[config.mk]
export PLATFORM = sky130hd
export DESIGN_NAME = lapsh_kernel
export DESIGN_NICKNAME = d
export VERILOG_FILES = /design/src/design/lapsh_pkg.sv /design/src/design/lapsh_kernel.sv
export SDC_FILE = /design/constraint.sdc
export NUM_CORES = 1
export LEC_CHECK = 0
export BUFFER_PORTS_ARGS = -buffer_cell sky130_fd_sc_hd__buf_4
export CORE_UTILIZATION = 50
export CTS_BUF_LIST = sky130_fd_sc_hd__clkbuf_16
export DETAILED_ROUTE_END_ITERATION = 16
export HOLD_SLACK_MARGIN = 0.06
export PLACE_DENSITY = 0.81
export SLEW_MARGIN = 20
export SYNTH_ARGS = -nofsm -noshare
export SYNTH_HDL_FRONTEND = slang
export SYNTH_SLANG_ARGS = --single-unit
[constraint.sdc]
create_clock -name clk -period 8.9 [get_ports clk]
set_input_delay 1.335 -clock clk [delete_from_list [all_inputs] [get_ports clk]]
set_output_delay 1.335 -clock clk [all_outputs]
set_load 0.05 [all_outputs]
[src/design/lapsh_pkg.sv]
// Shared types and constants for the 3x3 Laplacian sharpening core.
// Used by lapsh_line_store, lapsh_kernel and laplacian_sharpen_3x3_core.
package lapsh_pkg;

	// Frame limits
	localparam int MAX_WIDTH  = 2048;
	localparam int MAX_HEIGHT = 4096;

	// Field and counter widths
	localparam int PIX_W     = 8;
	localparam int WIDTH_W   = 12;                  // frame_width register
	localparam int HEIGHT_W  = 13;                  // frame_height register
	localparam int COL_W     = $clog2(MAX_WIDTH);   // column counters, line store address
	localparam int IN_ROW_W  = HEIGHT_W;            // input row must reach frame_height
	localparam int OUT_ROW_W = $clog2(MAX_HEIGHT);  // output row stays below frame_height
	localparam int SUM_W     = 11;                  // up to 8 * 255
	localparam int CFG_W     = 13;                  // widest register
	localparam int CFG_IDX_W = 2;
	localparam int LS_DATA_W = 2 * PIX_W;           // {upper, middle} per column

	// Register reset values
	localparam logic [WIDTH_W-1:0]  FRAME_WIDTH_RST  = WIDTH_W'(640);
	localparam logic [HEIGHT_W-1:0] FRAME_HEIGHT_RST = HEIGHT_W'(480);

	// Register indexes
	localparam logic [CFG_IDX_W-1:0] CFG_FRAME_WIDTH  = 2'd0;
	localparam logic [CFG_IDX_W-1:0] CFG_FRAME_HEIGHT = 2'd1;
	localparam logic [CFG_IDX_W-1:0] CFG_KERNEL_MODE  = 2'd2;

	// Input item kinds
	localparam logic KIND_PIXEL = 1'b0;
	localparam logic KIND_DRAIN = 1'b1;

	// Kernel modes
	localparam logic MODE_EIGHT = 1'b0;
	localparam logic MODE_FOUR  = 1'b1;

	// Output clamp
	localparam int PIX_MAX = 255;

	typedef logic [PIX_W-1:0] pix_t;

	// 3x3 window, index = row * 3 + column, row 0 is the oldest line
	typedef pix_t [8:0] win_t;

	// Which neighbours lie inside the frame
	typedef struct packed {
		logic top;
		logic bottom;
		logic left;
		logic right;
	} border_t;

	// Control carried with a pushed item
	typedef struct packed {
		border_t border;
		logic    emit;
		logic    row_end;
		logic    frame_end;
	} s1_ctl_t;

endpackage

[src/design/lapsh_kernel.sv]
// Sharpening arithmetic: neighbour sum with border substitution (registered),
// then center gain minus sum and clamp to 0..255. Depends on lapsh_pkg.
module lapsh_kernel (
	input  logic               clk,
	input  logic               en,
	input  logic               mode,
	input  lapsh_pkg::win_t    window,
	input  lapsh_pkg::border_t border,
	output lapsh_pkg::pix_t    pix
);
	import lapsh_pkg::*;

	logic [SUM_W-1:0] sum_c;
	logic [SUM_W-1:0] sum_s2;
	pix_t             center_s2;
	logic [11:0]      gain_c;
	logic signed [13:0] diff_c;

	// neighbour sum; cells outside the frame take the center value
	always_comb begin
		logic ok;
		logic use_cell;
		sum_c = '0;
		for (int r = 0; r < 3; r++) begin
			for (int d = 0; d < 3; d++) begin
				use_cell = !(r == 1 && d == 1) && !(mode == MODE_FOUR && r != 1 && d != 1);
				ok = !((r == 0) && !border.top) && !((r == 2) && !border.bottom) &&
				     !((d == 0) && !border.left) && !((d == 2) && !border.right);
				if (use_cell) begin
					sum_c = sum_c + SUM_W'(ok ? window[r * 3 + d] : window[4]);
				end
			end
		end
	end

	always_ff @(posedge clk) begin
		if (en) begin
			sum_s2    <= sum_c;
			center_s2 <= window[4];
		end
	end

	// gain * center - sum, clamped
	always_comb begin
		gain_c = (mode == MODE_FOUR) ? (12'(center_s2) * 12'd5) : (12'(center_s2) * 12'd9);
		diff_c = $signed({2'b00, gain_c}) - $signed({3'b000, sum_s2});
		if (diff_c < 0) begin
			pix = '0;
		end else if (diff_c > 14'sd255) begin
			pix = PIX_W'(PIX_MAX);
		end else begin
			pix = diff_c[PIX_W-1:0];
		end
	end

endmodule

[After elaboration in Yosys (flattened, before gate mapping)]
Cells that the tools add are included.
Word-level totals
  flip-flop bits (word level): 19
  output and inout bits: 8
  logic and storage cells: 33
Cells by class
  add/subtract/negate cells: 8
  $mul: 2
  $lt $le $gt $ge: 2
  multiplexer cells: 15
  reduce and logical (&&, ||, !) cells: 4
Operator list (count)
  $mux W8: 10
  $add A11 B8 Y11: 5
  $mux W11: 4
  $add A11 B11 Y11: 2
  $gt A13 B9 Y1 const B: 1
  $lt A13 B1 Y1 const B: 1
  $sub A12 B11 Y13: 1
  $mul A8 B4 Y12 const B: 1
  $mux W12: 1
  $mul A8 B3 Y11 const B: 1
  $logic_and A1 B1 Y1: 4

[Longest topological paths before layout]
  word-level depth: 13
  gate-level depth with buffers: 37
  mapped depth without buffers: 36

[Worst setup path before layout]
Ideal clock, no wire load.
  path kind: input -> register
  from: input mode
  to: register sum_s2[10] (data pin)
  setup time: 0.261 ns
  arrival: 8.414 ns
  data required time: 8.639 ns
  setup slack: 0.225 ns
  stages: 34
  buffers on the path: 3
  path through: buf_2 -> buf_1 -> clkbuf_1 -> a21oi_1 -> ha_1 -> fa_1 -> xor2_1 -> ha_1 -> a21o_1 -> maj3_1 -> xnor2_1 -> nor2_1 -> xnor2_1 -> fa_1 -> inv_1 -> ha_1 -> and2_1 -> o21ai_1 -> and3b_1 -> xnor2_1 -> ha_1 -> o21a_1 -> o31ai_1 -> a21boi_0 -> mux2_2 -> ha_1 -> a21oi_1 -> xnor2_1 -> ha_1 -> nor2_1 -> a211o_1 -> or4_1 -> mux2i_1 -> xor2_1
On the way
  word-level cells in the longest chain between the ends: 11
Ends and longest elaborated chain
  start: declaration: RTL line lapsh_kernel.sv:6  | input logic mode,
  $mux W11: RTL line lapsh_kernel.sv:29  | if (use_cell) begin
  $add A11 B8 Y11 (2 in a row): RTL line lapsh_kernel.sv:30  | sum_c = sum_c + SUM_W'(ok ? window[r * 3 + d] : window[4]);
  $mux W11: RTL line lapsh_kernel.sv:29
  $add A11 B8 Y11 (3 in a row): RTL line lapsh_kernel.sv:30
  $mux W11: RTL line lapsh_kernel.sv:29
  $add A11 B11 Y11 (2 in a row): RTL line lapsh_kernel.sv:30
  $mux W11 (*): RTL line lapsh_kernel.sv:29
  net sum_c[10]: RTL line lapsh_kernel.sv:13  | logic [SUM_W-1:0] sum_c;
  end signal: assignment: RTL line lapsh_kernel.sv:38  | sum_s2 <= sum_c;
  end: declaration: RTL line lapsh_kernel.sv:14  | logic [SUM_W-1:0] sum_s2;
The timed path passes the listed nets; every way through them passes the cells marked *.
A chain may end at the register's enable or synchronous reset.

[Final worst setup path]
  from: input border[3] in the netlist's numbering
  to: register sum_s2[10] (data pin)
On the way
  word-level cells in the longest chain between the ends: 13
  elaborated cells between the ends (all ways): 16
Ends and longest elaborated chain
  start: declaration: RTL line lapsh_kernel.sv:8  | input lapsh_pkg::border_t border,
  $logic_and A1 B1 Y1: RTL line lapsh_kernel.sv:27  | ok = !((r == 0) && !border.top) && !((r == 2) && !border.bottom) &&
  $mux W8: RTL line lapsh_kernel.sv:30
  $mux W11: RTL line lapsh_kernel.sv:29
  $add A11 B8 Y11 (2 in a row): RTL line lapsh_kernel.sv:30
  $mux W11 (*): RTL line lapsh_kernel.sv:29
  $add A11 B8 Y11 (*) (2 in a row): RTL line lapsh_kernel.sv:30
  $add A11 B8 Y11: RTL line lapsh_kernel.sv:30
  $mux W11 (*): RTL line lapsh_kernel.sv:29
  $add A11 B11 Y11 (*): RTL line lapsh_kernel.sv:30
  $add A11 B11 Y11: RTL line lapsh_kernel.sv:30
  $mux W11 (*): RTL line lapsh_kernel.sv:29
  net sum_c[10]: RTL line lapsh_kernel.sv:13
Marked as above.

==> run_results.csv <==
group,metric,value,unit
status,status,"complete, no violations",
synthesis,synth_async_sr_flop_share,0,
place,post-place-ws,0.0224,ns
floorplanning,core-area,9770,µm²
critical_path,crit_top_cell,"ha_1",
floorplanning,dieHeight,102,µm
synthesis,synthesis.nets,779,
clocking,path_clk_slew,0.05,ns
worst_hold_path,hp-class,"in2reg",
routing,vias,4523,
critical_path,endpoint_kind,"flop",
timing,min_period,8.49,ns
floorplanning,row_count,36,
critical_path,critPathRequiredTime,8.90,ns
run,timing.max_cap.violations,0,
timing,worst_slew_pin_slew,0.814,ns
place,dpl_cell_area,5820,µm²
critical_path,path_class,"in2reg",
timing,hold_violations,0,
final_layout,finalInstanceArea,5950,µm²
clocking,htree_levels,1,
clocking,cts_buffer_depth,2,
floorplanning,start_util,0.516,
critical_path,cpMaxStageDelayCell,"fa_1",
global_route,grt_max_degree,47,
final_layout,syn_to_final_growth,17.9,%
global_route,grt_remaining_overflow,0,
floorplanning,die_x,102,µm
place,io_buffers,86,
power_and_ir_drop,p_leak,2.84,nW
floorplanning,io_pins,87,
global_route,antenna_found_initial,0,
routing,drtAntennaViolNets,0,
timing,grt_setup_unrepaired,"false",
clocking,clock-sinks,19,
critical_path,max_stage_delay,0.55,ns
clocking,cts_tree,"yes",
timing,relSlewSlack,0.450,
global_route,grt_pass1_vias,4665,
power_and_ir_drop,ir_drop,233,µV
synthesis,synth_edf_count,19,
floorplanning,die-area,10500,µm²
final_layout,fillers,859,
timing,finalSetupViolCount,0,
place,place_congestion,0.904,
routing,remaining_drc_errors,0,
synthesis,syn_avg_cell_area,8.35,µm²
routing,wirelength,11.9,mm
place,placed_cells,813,
global_route,grt_util_all_layers,0.238,
final_layout,final_cells,818,
timing,max_freq,118,MHz
synthesis,syn_area,5040,µm²
timing,setup_slack,0.415,ns
final_layout,drive_above_1_share,0.228,
routing,dr.pass1.iters,4,
synthesis,synth_flop_cell,"edfxtp_1",
power_and_ir_drop,p_per_area,450,nW/µm²
synthesis,yosys_warnings,0,
critical_path,start_kind,"input pin",
clocking,numCtsBuffers,3,
final_layout,n_antenna_cell,0,
place,dpl.hpwl,10.2,mm
timing,fin_crit_sh,0.953,
synthesis,syn_inst,604,
synthesis,synth_seq_cells,19,
routing,drtIter0Drc,178,
critical_path,arrival,8.48,ns
synthesis,ys_types,56,
critical_path,critPathMaxFanout,18,
routing,drt-wirelength-per-cell,14.6,µm
routing,vias_per_cell,5.53,
timing,final.setup.tns,0,ns
final_layout,final_nets,861,
timing,drv_slew,0,
clocking,cts_root_buf,"clkbuf_16",
synthesis,synth_seq_area_share,0.113,
global_route,grt_pass1_wl,19.8,mm
-- path summary, 6_finish.rpt --
kind	startpoint	to	slack, ns	depth (start not counted)
worst max-delay path	border[3]	sum_s2[10]	0.41	32
worst min-delay path	window[32]	center_s2[0]	1.35	1
-- synthesized netlist by cell type, drive strengths merged, types with 2 or more instances --
| library cell | number | area share |
|---|---|---|
| ha | 79 | 0.20 |
| inv | 62 | 0.046 |
| a21oi | 50 | 0.050 |
| mux2 | 48 | 0.11 |
| nor2 | 46 | 0.034 |
| xnor2 | 39 | 0.068 |
| o21ai | 36 | 0.036 |
| nand2 | 35 | 0.028 |
| mux2i | 21 | 0.042 |
| edfxtp | 19 | 0.11 |
| a21o | 18 | 0.027 |
| fa | 17 | 0.068 |
| nand3 | 13 | 0.013 |
| o21a | 13 | 0.019 |
| xor2 | 11 | 0.019 |
| nor2b | 10 | 0.012 |
| nor3 | 9 | 0.0089 |
| o21bai | 9 | 0.013 |
| buf | 7 | 0.0077 |
| clkbuf | 7 | 0.0052 |
| a211oi | 6 | 0.0099 |
| o31ai | 5 | 0.0074 |
| a21boi | 4 | 0.0060 |
| and2 | 4 | 0.0050 |
| nand2b | 4 | 0.0050 |
| or2 | 3 | 0.0037 |
| or3 | 3 | 0.0037 |
| a221oi | 2 | 0.0070 |
| a31oi | 2 | 0.0025 |
| maj3 | 2 | 0.0040 |
| nand3b | 2 | 0.0030 |
| o2111ai | 2 | 0.0035 |
| o211ai | 2 | 0.0030 |
| o31a | 2 | 0.0035 |
| o41ai | 2 | 0.0035 |
| or4 | 2 | 0.0030 |
-- power by group --
part / internal [W] / switching (W) / total, W
logic: 0.00108 / 0.00131 / 0.00239
registers: 0.000183 / 0.0000120 / 0.000195
clock network: 0.0000597 / 0.0000293 / 0.0000890
-- cells in the final DEF (no fill, tap or decap), types with 3 or more instances in the layout --
cell type / netlist / final
a211oi_1: 5 / 5
a21o_1: 18 / 18
a21oi_1: 49 / 46
a21oi_2: 1 / 4
and2_1: 4 / 4
buf_4: 1 / 90
clkbuf_16: 0 / 3
edfxtp_1: 19 / 19
fa_1: 17 / 16
ha_1: 79 / 78
inv_1: 62 / 63
mux2_2: 48 / 48
mux2i_1: 21 / 21
nand2_1: 33 / 33
nand2b_1: 4 / 4
nand3_1: 13 / 13
nor2_1: 46 / 46
nor2b_1: 10 / 10
nor3_1: 9 / 9
o21a_1: 13 / 13
o21ai_0: 28 / 28
o21ai_1: 8 / 7
o21bai_1: 9 / 9
o31ai_1: 5 / 5
or3_1: 3 / 3
xnor2_1: 39 / 39
xor2_1: 11 / 10
-- logic make-up (layout without fill, tap and decap cells) --
kind of cell	after synthesis	count (layout)	synth area share
DFF	19	19	0.113
muxes	69	69	0.149
xor gates and xnor gates	50	50	0.0869
buffers and inverters	76	157	0.0591
AOI/OAI and AO/OA	156	156	0.197
adders and majority gates	98	98	0.268
and+or+nand+nor	136	136	0.127
-- repair_timing --
item	in CTS	in global routing
endpoints found under the setup margin	0	1
setup buffers	0	1
resized for setup	0	8
hold buffers	0	0
-- cell type report --
cell class / instances / area, µm² / share of cell area
clock buffer: 3 / 75.1 / 0.0126
clock inverter: 1 / 3.75 / 0.000631
tap: 133 / 166 / 0.0280
timing repair buffer: 91 / 687 / 0.116
multi-input combinational: 509 / 4210 / 0.708
sequential: 19 / 571 / 0.0960
inverter: 62 / 233 / 0.0391
-- sequential cells by signal, summed over array words and instances (netlist names) --
| name | cells |
|---|---|
| center_s2 | 8 |
| sum_s2 | 11 |
-- critical path, delay by kind of cell --
| kind | cells | cell delay (ns) |
|---|---|---|
| buffers and inverters | 2 | 0.22 |
| AOI/OAI and AO/OA | 9 | 1.48 |
| muxes | 3 | 0.79 |
| and+or+nand+nor | 5 | 1.12 |
| xor gates and xnor gates | 5 | 0.71 |
| adders and majority gates | 8 | 2.82 |
-- metal layers --
metal	GRT usage	wire length, µm	vias up
met5	0	0	-
met4	0.0648	147	0
met3	0.0164	357	16
met2	0.485	6380	98
met1	0.261	5060	2108
li1	-	-	2301
-- metrics by stage --
step / total power (W) / hold slack [ns] / util
after floorplan: 0.00210 / 1.43 / -
after global placement: 0.00241 / 1.60 / 0.595
after detailed placement: 0.00253 / 1.60 / 0.595
after CTS: 0.00263 / 1.34 / 0.603
after global routing: 0.00298 / 1.35 / 0.608
final: 0.00267 / 1.35 / 0.608
(Power assumes the default switching activity.)
